## src/sv/sbh_pkg.sv

```systemverilog
// Shared types, codes and constants for the SHA-1 byte stream hasher.
`default_nettype none
package sbh_pkg;

  // Input command codes
  localparam logic [1:0] CMD_ABSORB     = 2'd0;
  localparam logic [1:0] CMD_ABSORB_FIN = 2'd1;
  localparam logic [1:0] CMD_FINISH     = 2'd2;

  localparam logic [7:0] MARK_BYTE  = 8'h80;
  localparam logic [5:0] LEN_POS    = 6'd56;
  localparam logic [5:0] POS_LAST   = 6'd63;
  localparam logic [6:0] LAST_ROUND = 7'd79;
  localparam logic [2:0] LAST_WORD  = 3'd4;
  localparam int         NUM_WORDS  = 5;
  localparam int         BLK_BYTES  = 64;

  localparam logic [31:0] IV [NUM_WORDS] = '{
    32'h67452301, 32'hEFCDAB89, 32'h98BADCFE, 32'h10325476, 32'hC3D2E1F0
  };

  typedef struct packed {
    logic [1:0] cmd;
    logic [7:0] data_byte;
  } sbh_in_t;

  typedef struct packed {
    logic [31:0] digest_word;
    logic [2:0]  word_index;
    logic        last_word;
  } sbh_out_t;

  // Source of the byte shifted into the block buffer
  typedef enum logic [1:0] {
    SRC_DATA,
    SRC_MARK,
    SRC_ZERO,
    SRC_LEN
  } sbh_src_t;

  // Round group: selects the mixing function and round constant
  typedef enum logic [1:0] {
    PH_CH,
    PH_PAR1,
    PH_MAJ,
    PH_PAR2
  } sbh_phase_t;

  typedef struct packed {
    logic       shift_byte;
    sbh_src_t   byte_sel;
    logic       count;
    logic       round_en;
    logic       w_load;
    sbh_phase_t phase;
    logic       add_en;
    logic       init;
    logic [2:0] widx;
  } sbh_cmd_t;

  typedef struct packed {
    logic [5:0] pos;
  } sbh_stat_t;

  function automatic logic [31:0] round_k(input sbh_phase_t ph);
    logic [31:0] k;
    unique case (ph)
      PH_CH:   k = 32'h5A827999;
      PH_PAR1: k = 32'h6ED9EBA1;
      PH_MAJ:  k = 32'h8F1BBCDC;
      PH_PAR2: k = 32'hCA62C1D6;
      default: k = 32'h5A827999;
    endcase
    return k;
  endfunction

endpackage
`default_nettype wire

```

## src/sv/sbh_datapath.sv

```systemverilog
// Datapath: block buffer / schedule shift line, round logic, chaining words, bit count.
`default_nettype none
module sbh_datapath (
  input  wire logic             clk,
  input  wire logic             rst,
  input  wire logic [7:0]       data_byte,
  input  wire sbh_pkg::sbh_cmd_t cmd,
  output sbh_pkg::sbh_stat_t    stat,
  output sbh_pkg::sbh_out_t     out_item
);
  import sbh_pkg::*;

  logic [7:0]  blk [BLK_BYTES];
  logic [31:0] chain [NUM_WORDS];
  logic [31:0] work [NUM_WORDS];
  logic [31:0] sum [NUM_WORDS];
  logic [63:0] bit_count;
  logic [5:0]  pos;

  logic [7:0]  byte_in;
  logic [7:0]  len_byte;
  logic [2:0]  len_idx;
  logic [31:0] w0, w2, w8, w13, wx, w;
  logic [31:0] f, b, c, d, tmp;

  always_comb begin
    len_idx  = ~pos[2:0];
    len_byte = bit_count[8*len_idx +: 8];
    unique case (cmd.byte_sel)
      SRC_DATA: byte_in = data_byte;
      SRC_MARK: byte_in = MARK_BYTE;
      SRC_ZERO: byte_in = 8'h00;
      SRC_LEN:  byte_in = len_byte;
      default:  byte_in = 8'h00;
    endcase
  end

  // Schedule taps: word 0 is W[t-16], 2 is W[t-14], 8 is W[t-8], 13 is W[t-3]
  always_comb begin
    w0  = {blk[0],  blk[1],  blk[2],  blk[3]};
    w2  = {blk[8],  blk[9],  blk[10], blk[11]};
    w8  = {blk[32], blk[33], blk[34], blk[35]};
    w13 = {blk[52], blk[53], blk[54], blk[55]};
    wx  = w13 ^ w8 ^ w2 ^ w0;
    w   = cmd.w_load ? w0 : {wx[30:0], wx[31]};
  end

  always_comb begin
    b = work[1];
    c = work[2];
    d = work[3];
    unique case (cmd.phase)
      PH_CH:   f = (b & c) | (~b & d);
      PH_MAJ:  f = (b & c) | (b & d) | (c & d);
      default: f = b ^ c ^ d;
    endcase
    tmp = {work[0][26:0], work[0][31:27]} + f + work[4] + round_k(cmd.phase) + w;
    for (int i = 0; i < NUM_WORDS; i++) begin
      sum[i] = chain[i] + work[i];
    end
  end

  // Buffer holds raw message bytes, then serves as the schedule ring
  always_ff @(posedge clk) begin
    if (cmd.shift_byte) begin
      for (int i = 0; i < BLK_BYTES - 1; i++) begin
        blk[i] <= blk[i+1];
      end
      blk[BLK_BYTES-1] <= byte_in;
    end else if (cmd.round_en) begin
      for (int i = 0; i < BLK_BYTES - 4; i++) begin
        blk[i] <= blk[i+4];
      end
      blk[BLK_BYTES-4] <= w[31:24];
      blk[BLK_BYTES-3] <= w[23:16];
      blk[BLK_BYTES-2] <= w[15:8];
      blk[BLK_BYTES-1] <= w[7:0];
    end
  end

  always_ff @(posedge clk) begin
    if (rst) begin
      for (int i = 0; i < NUM_WORDS; i++) begin
        chain[i] <= IV[i];
        work[i]  <= IV[i];
      end
      bit_count <= '0;
      pos       <= '0;
    end else begin
      if (cmd.shift_byte) begin
        pos <= pos + 6'd1;
      end
      if (cmd.count) begin
        bit_count <= bit_count + 64'd8;
      end
      if (cmd.round_en) begin
        work[0] <= tmp;
        work[1] <= work[0];
        work[2] <= {work[1][1:0], work[1][31:2]};
        work[3] <= work[2];
        work[4] <= work[3];
      end
      if (cmd.add_en) begin
        for (int i = 0; i < NUM_WORDS; i++) begin
          chain[i] <= sum[i];
          work[i]  <= sum[i];
        end
      end
      if (cmd.init) begin
        for (int i = 0; i < NUM_WORDS; i++) begin
          chain[i] <= IV[i];
          work[i]  <= IV[i];
        end
        bit_count <= '0;
      end
    end
  end

  assign stat.pos             = pos;
  assign out_item.digest_word = chain[cmd.widx];
  assign out_item.word_index  = cmd.widx;
  assign out_item.last_word   = (cmd.widx == LAST_WORD);

endmodule
`default_nettype wire

```

## src/sv/sbh_ctrl.sv

```systemverilog
// Controller: sequences absorb, padding, 80 rounds, chain update and digest beats.
`default_nettype none
module sbh_ctrl (
  input  wire logic               clk,
  input  wire logic               rst,
  input  wire logic               byte_valid,
  output logic                    byte_ready,
  input  wire logic [1:0]         cmd_code,
  output logic                    digest_valid,
  input  wire logic               digest_ready,
  input  wire sbh_pkg::sbh_stat_t stat,
  output sbh_pkg::sbh_cmd_t       cmd
);
  import sbh_pkg::*;

  typedef enum logic [2:0] {
    S_IDLE,
    S_PAD,
    S_ROUND,
    S_ADD,
    S_EMIT
  } state_t;

  state_t     state;
  logic [6:0] rnd;
  logic       fin;
  logic       marked;
  logic       len_ok;
  logic       last_blk;
  logic [2:0] widx;

  logic is_absorb;

  assign is_absorb = (cmd_code == CMD_ABSORB) || (cmd_code == CMD_ABSORB_FIN);

  always_comb begin
    cmd.shift_byte = 1'b0;
    cmd.byte_sel   = SRC_DATA;
    cmd.count      = 1'b0;
    cmd.round_en   = 1'b0;
    cmd.w_load     = (rnd < 7'd16);
    cmd.add_en     = 1'b0;
    cmd.init       = 1'b0;
    cmd.widx       = widx;
    if (rnd < 7'd20) begin
      cmd.phase = PH_CH;
    end else if (rnd < 7'd40) begin
      cmd.phase = PH_PAR1;
    end else if (rnd < 7'd60) begin
      cmd.phase = PH_MAJ;
    end else begin
      cmd.phase = PH_PAR2;
    end
    byte_ready   = (state == S_IDLE);
    digest_valid = (state == S_EMIT);
    unique case (state)
      S_IDLE: begin
        if (byte_valid && is_absorb) begin
          cmd.shift_byte = 1'b1;
          cmd.count      = 1'b1;
        end
      end
      S_PAD: begin
        cmd.shift_byte = 1'b1;
        if (!marked) begin
          cmd.byte_sel = SRC_MARK;
        end else if (stat.pos >= LEN_POS && len_ok) begin
          cmd.byte_sel = SRC_LEN;
        end else begin
          cmd.byte_sel = SRC_ZERO;
        end
      end
      S_ROUND: cmd.round_en = 1'b1;
      S_ADD:   cmd.add_en = 1'b1;
      S_EMIT: begin
        if (digest_ready && widx == LAST_WORD) begin
          cmd.init = 1'b1;
        end
      end
      default: ;
    endcase
  end

  always_ff @(posedge clk) begin
    if (rst) begin
      state    <= S_IDLE;
      rnd      <= '0;
      fin      <= 1'b0;
      marked   <= 1'b0;
      len_ok   <= 1'b0;
      last_blk <= 1'b0;
      widx     <= '0;
    end else begin
      unique case (state)
        S_IDLE: begin
          if (byte_valid) begin
            if (is_absorb) begin
              fin      <= (cmd_code == CMD_ABSORB_FIN);
              marked   <= 1'b0;
              last_blk <= 1'b0;
              if (stat.pos == POS_LAST) begin
                state <= S_ROUND;
              end else if (cmd_code == CMD_ABSORB_FIN) begin
                state <= S_PAD;
              end
            end else if (cmd_code == CMD_FINISH) begin
              fin    <= 1'b1;
              marked <= 1'b0;
              state  <= S_PAD;
            end
          end
        end
        S_PAD: begin
          if (!marked) begin
            marked <= 1'b1;
            len_ok <= (stat.pos < LEN_POS);
          end
          if (stat.pos == POS_LAST) begin
            last_blk <= marked && len_ok;
            state    <= S_ROUND;
          end
        end
        S_ROUND: begin
          if (rnd == LAST_ROUND) begin
            rnd   <= '0;
            state <= S_ADD;
          end else begin
            rnd <= rnd + 7'd1;
          end
        end
        S_ADD: begin
          if (!fin) begin
            state <= S_IDLE;
          end else if (last_blk) begin
            widx  <= '0;
            state <= S_EMIT;
          end else begin
            // marker spilled past the length slot: next block carries the length
            len_ok <= 1'b1;
            state  <= S_PAD;
          end
        end
        S_EMIT: begin
          if (digest_ready) begin
            if (widx == LAST_WORD) begin
              fin   <= 1'b0;
              state <= S_IDLE;
            end else begin
              widx <= widx + 3'd1;
            end
          end
        end
        default: state <= S_IDLE;
      endcase
    end
  end

endmodule
`default_nettype wire

```

## src/sv/sha1_byte_stream_hasher.sv

```systemverilog
// Top level: SHA-1 over a byte stream, one byte beat in, five digest word beats out.
// Operation: an absorb beat shifts one byte in; the beat that fills a 64-byte block
//   starts 80 rounds, one per cycle, then the chaining-word add. Finish: padding bytes
//   enter one per cycle to the block end, then rounds and add run per padded block (one
//   or two), then five digest beats, H0 first, each one waiting for digest_ready.
// Reset (rst, synchronous) loads H0..H4, clears bit count and fill position, not buffer.
`default_nettype none
module sha1_byte_stream_hasher (
  input  wire logic             clk,
  input  wire logic             rst,
  input  wire logic             byte_valid,
  output logic                  byte_ready,
  input  wire sbh_pkg::sbh_in_t byte_item,
  output logic                  digest_valid,
  input  wire logic             digest_ready,
  output sbh_pkg::sbh_out_t     digest_item
);
  import sbh_pkg::*;

  sbh_cmd_t  cmd;
  sbh_stat_t stat;

  // Controller: accepts beats only when idle, then sequences padding and rounds
  sbh_ctrl u_ctrl (
    .clk          (clk),
    .rst          (rst),
    .byte_valid   (byte_valid),
    .byte_ready   (byte_ready),
    .cmd_code     (byte_item.cmd),
    .digest_valid (digest_valid),
    .digest_ready (digest_ready),
    .stat         (stat),
    .cmd          (cmd)
  );

  // Datapath: chaining words hold steady while digest beats are offered
  sbh_datapath u_datapath (
    .clk       (clk),
    .rst       (rst),
    .data_byte (byte_item.data_byte),
    .cmd       (cmd),
    .stat      (stat),
    .out_item  (digest_item)
  );

endmodule
`default_nettype wire
```

## config.mk

```make
export PLATFORM = sky130hd
export DESIGN_NAME = sha1_byte_stream_hasher
export DESIGN_NICKNAME = d
export VERILOG_FILES = /design/src/sv/sbh_pkg.sv /design/src/sv/sbh_datapath.sv /design/src/sv/sbh_ctrl.sv /design/src/sv/sha1_byte_stream_hasher.sv
export SDC_FILE = /design/constraint.sdc
export NUM_CORES = 2
export LEC_CHECK = 0
export BUFFER_PORTS_ARGS = -buffer_cell sky130_fd_sc_hd__buf_2
export CAP_MARGIN = 20
export CELL_PAD_IN_SITES_DETAIL_PLACEMENT = 1
export CELL_PAD_IN_SITES_GLOBAL_PLACEMENT = 1
export CORE_ASPECT_RATIO = 1.75
export CORE_MARGIN = 2
export CORE_UTILIZATION = 56
export DETAILED_ROUTE_END_ITERATION = 10
export GPL_TIMING_DRIVEN = 0
export PLACE_DENSITY = 0.95
export SYNTH_ARGS = -nofsm -noshare
export SYNTH_HDL_FRONTEND = slang
export SYNTH_HIERARCHICAL = 1
export SYNTH_SLANG_ARGS = --single-unit
```

## constraint.sdc

```tcl
create_clock -name clk -period 28.7 [get_ports clk]
set_clock_uncertainty 0.1 [all_clocks]
set_input_delay 2.87 -clock clk [delete_from_list [all_inputs] [get_ports clk]]
set_output_delay 2.87 -clock clk [all_outputs]
set_load 0.05 [all_outputs]
```

After elaboration in Yosys (flattened, before gate mapping):

Memories as Yosys holds them, arrays and structs flattened. A register that Yosys moved wholly into a read port is not among the register bits.
Cells that the tools add are included.

* $add $sub $neg: 13
* magnitude comparators: 6
* eq/ne operators: 28
* shift-type cells: 1
* mux-type cells: 159
* bitwise logic cells: 103
* reductions and logical operators: 20

Operator list (count)
* $mux W32: 26
* $mux W8: 64
* $add A32 B32 Y32: 9
* $xor A32 B32 Y32: 5
* $and A32 B32 Y32: 4
* $pmux W32 S4: 1
* $or A32 B32 Y32: 3
* $or A1 B1 Y1: 89
* $add A64 B4 Y64 const B: 1
* $pmux W32 S2: 1
* $shiftx A64 B7 Y8: 1
* $mux W3: 17
* $mux W1: 37
* $not A32 Y32: 1
* $pmux W8 S4: 1
* $pmux W3 S5: 1
* $lt A7 B5 Y1 const B: 2
* $lt A7 B6 Y1 const B: 2
* $ne A2 B1 Y1 const B: 7
* $eq A2 B2 Y1 const B: 5
* $pmux W1 S2: 5
* $reduce_and A5 Y1: 2
* $mux W2: 4
* $ne A2 B2 Y1 const B: 4
* 25 further kinds: 38

* register bits: 87
* memory bits (writable): 832
* logic and storage cells: 342
* memories kept: 3

Memory list
* u_datapath.blk: words 64, bits a word 8, read ports 64, clocked after memory_dff 0, write ports 64, RTL line sbh_datapath.sv:13 `logic [7:0] blk [BLK_BYTES];`
* u_datapath.chain: words 5, bits a word 32, read ports 6, clocked after memory_dff 1, write ports 5, RTL line sbh_datapath.sv:14 `logic [31:0] chain [NUM_WORDS];`
* u_datapath.work: words 5, bits a word 32, read ports 5, clocked after memory_dff 0, write ports 5, RTL line sbh_datapath.sv:15 `logic [31:0] work [NUM_WORDS];`

Logic depth before layout (Yosys ltp):

* depth in word-level cells: 13
* gate-level depth with buffers: 29
* gate-level depth less buffers: 27

By module:

The synthesis kept the hierarchy.

Modules (own cells, without submodules)
* sbh_datapath: times used 1, cells an instance 4673, area an instance 51214.1 µm², seq. area each 23122.2 µm²
* sbh_ctrl: times used 1, cells an instance 135, area an instance 1046.0 µm², seq. area each 340.3 µm²

Least setup slack after synthesis:

Ideal clock, no wire load.

* kind: input to register
* from: input byte_item[9] (netlist bit)
* to: memory u_datapath.blk[0][0] (enable)
* library setup time: 0.667 ns
* data arrival time: 10.270 ns
* setup slack: 17.664 ns
* stages on the path: 7
* path through: inv_1 a21oi_1 nor3_1 clkbuf_1 clkbuf_1 clkbuf_1 or2_2

RTL lines
* start, declared: RTL line sha1_byte_stream_hasher.sv:13 `input wire sbh_pkg::sbh_in_t byte_item,`
* end, declared: RTL line sbh_datapath.sv:13

==> results.toml <==
[placed_design]
finalWeightedCongestion = 1.05
io_buffers = 51
place_inst = 6076
dp_hpwl_um = 168000
post-place-ws_ns = 19.33

[global_route]
grt_pass1_vias = 48600
grt_pass1_wl_um = 349000
grt_max_degree = 75
overflow = 0
antenna_found_initial = 25
grt_util_all_layers_pct = 50.8

[yosys]
synthCells = 4808
yosysMostFrequentCell = "mux2_2"
synth_enable_flop_cells = 512
netlist_top_cells_area = "edfxtp_1 (29%), dfxtp_1 (15%), mux2_2 (12%)"
synthArstFlopShare_pct = 0
synth-seq-area-share_pct = 44.9
netlist_area_um2 = 52300
synthTopCellsByCount = "mux2_2 (558), edfxtp_1 (512), a21oi_1 (418), dfxtp_1 (404), nor2_1 (357)"
synth_area_per_cell_um2 = 10.9
syn_nets = 5149
synth_top_area_share_pct = 29.4
synth_top_area_cell = "edfxtp_1"
synth_ff_type = "edfxtp_1"
yosys_register_bits = 916
synth_warnings = 6
yosysUniqueCellTypes = 92

[sta]
hold_viol = 0
drv_slew = 14
fmax_mhz = 95.8
tightest_slew_ns = 1.83
fin_crit_ns = 10.44
relSlewSlack_pct = -23.0
tns_ns = 0
setup_viol = 0
final.period_utilization_pct = 36.4
fin_ws_ns = 18.26
finalHoldWorstSlack_ns = 0.379
rsz0062_at_grt = "false"

[routing]
antenna_left = 0
vias = 45900
post-route-drc-count = 0
firstDrtPassIters = 7
drt-met1-wl_um = 72800
viasPerCell = 7.31
routedWlPerCell_um = 39.2
wirelength_um = 246000
drtIter0Drc = 6017
wl_met2_um = 111000
wl_met3_um = 25600
top_layer = "met5"

[critical_path]
worst-r2r-setup-slack_ns = 18.26
startpoint_type = "flop"
crit_family = "compound AO/OA/AOI/OAI gates"
required_ns = 29.26
worst-path-buf-inv = 7
critPathKind = "reg2reg"
slowest_delay_ns = 1.02
cp_max_fo = 10
arrival_ns = 11.01
setup.worst_path.end_class = "flop"
crit_path_top_delay_cell = "o211ai_1"

[power_and_ir_drop]
p_leak_nw = 21.6
p_per_area_nw_per_um2 = 83.2
power.total_mw = 4.82
ir_worst_vdd_mv = 0.0678

[finish]
final_nets = 5334
fillCellCount = 9553
syn2layout_area_growth_pct = 10.8
layout-drive-gt1-share_pct = 17.7
multiInputGateArea_um2 = 27000
regArea_um2 = 23500
stdcell_count = 6281

[clocking]
cts_hold_buf = 0
clk_pin_slew_ns = 0.07
cts_setup_buffers = 0
cts-buffers-inserted = 88
root_buffer = "clkbuf_16"
cts.path.max_buffers = 3
cts_tree = "yes"
cts_resized = 0
cts_sinks = 916
htree_levels = 3
clock_insertion_delay_worst_skew_ns = 0.77

[job]
maxCapViolCount = 2

[min_path]
hold_class = "reg2reg"

[run_status]
status = "finished, violations left"
violations = "capacitance limit, slew limit"

[floorplan]
start_util_pct = 56.3
fp.dieW_um = 235
die_h_um = 408
dieArea_um2 = 95900
rows = 148
core_um2 = 92800
num_io_pins = 52
==> sequential cells by signal (all words and copies together), names as in the netlist <==
signal	flops
u_datapath/stat	6
u_ctrl/len_ok	1
u_datapath/blk	512
u_ctrl/fin	1
u_datapath/chain	160
u_ctrl/rnd	7
u_ctrl/last_blk	1
u_datapath/work	160
u_ctrl/marked	1
u_ctrl/widx	3
u_ctrl/state	3
u_datapath/bit_count	61
==> placed cells by master (no fill, tap or decap), types with 80 or more instances in the layout <==
cell type	n
o21ai_0	290
ha_1	202
xor2_1	89
clkbuf_1	217
nor2_1	357
clkbuf_16	89
xnor2_1	229
a21o_1	80
fa_1	125
a21oi_1	415
nand2_1	330
inv_1	239
mux2_2	558
dfxtp_1	404
edfxtp_1	512
==> where the power goes <==
part | internal [mW] | switching (mW) | leakage (nW)
clock network | 0.725 | 0.597 | 1.52
logic | 0.591 | 1.01 | 11.9
registers | 1.65 | 0.244 | 8.21
==> final timing paths <==
path | from | endpoint | cells after the start
hold / removal | u_datapath/chain[1][12]$_SDFFE_PP0P_ | u_datapath/chain[1][12]$_SDFFE_PP0P_ | 2
setup reg to reg | u_ctrl/rnd[5]$_SDFFE_PP0N_ | u_datapath/work[0][31]$_SDFFE_PP0P_ | 29
setup / recovery | u_ctrl/rnd[5]$_SDFFE_PP0N_ | u_datapath/work[0][31]$_SDFFE_PP0P_ | 29
hold reg to reg | u_datapath/chain[1][12]$_SDFFE_PP0P_ | u_datapath/chain[1][12]$_SDFFE_PP0P_ | 2
==> cell type report <==
cell class                      count  share of cell area (%)
Inverter                          242                    1.57
Tap cell                         1200                    2.59
Antenna cell                       15                  0.0649
Multi-Input combinational cell   3420                    46.7
Sequential cell                   916                    40.5
Timing Repair Buffer               95                    1.61
Clock buffer                      113                    4.06
Clock inverter                     50                    1.34
Buffer                            230                    1.53
==> kinds of logic (layout without fill, tap and decap cells) <==
group	count (synthesis)	count (layout)	synth area share, %
other cells	0	15	0
xor+xnor	319	319	5.36
simple gates	972	972	8.27
flops	916	916	44.9
mux	653	653	14.9
fa+ha+maj	328	328	9.64
buf+inv	472	730	3.44
compound gates	1148	1148	13.5
==> worst reg2reg max path: cells and delay by family, from the launching register on <==
kind | cells | cell delay, ns
buffers and inverters | 7 | 2.04
muxes | 1 | 0.09
xor gates and xnor gates | 1 | 0.18
AOI/OAI and AO/OA | 10 | 3.86
adders and majority gates | 7 | 2.94
DFF | 1 | 0.43
and+or+nand+nor | 3 | 0.71
==> through the flow <==
| stage | area (um2) | util (%) |
|---|---|---|
| floorplan | 52300 | - |
| detailed placement | 54300 | 58.6 |
| global route | 57800 | 62.4 |
| CTS | 57500 | 61.9 |
| global placement | 54000 | 58.2 |
| finish | 57900 | 62.4 |
==> routing by layer <==
metal	vias to the layer above	global-route usage, %
li1	17800	-
met3	1903	17.4
met4	20	57.1
met5	-	0.253
met1	22400	48.7
met2	3841	80.5
(Power assumes the default switching activity.)
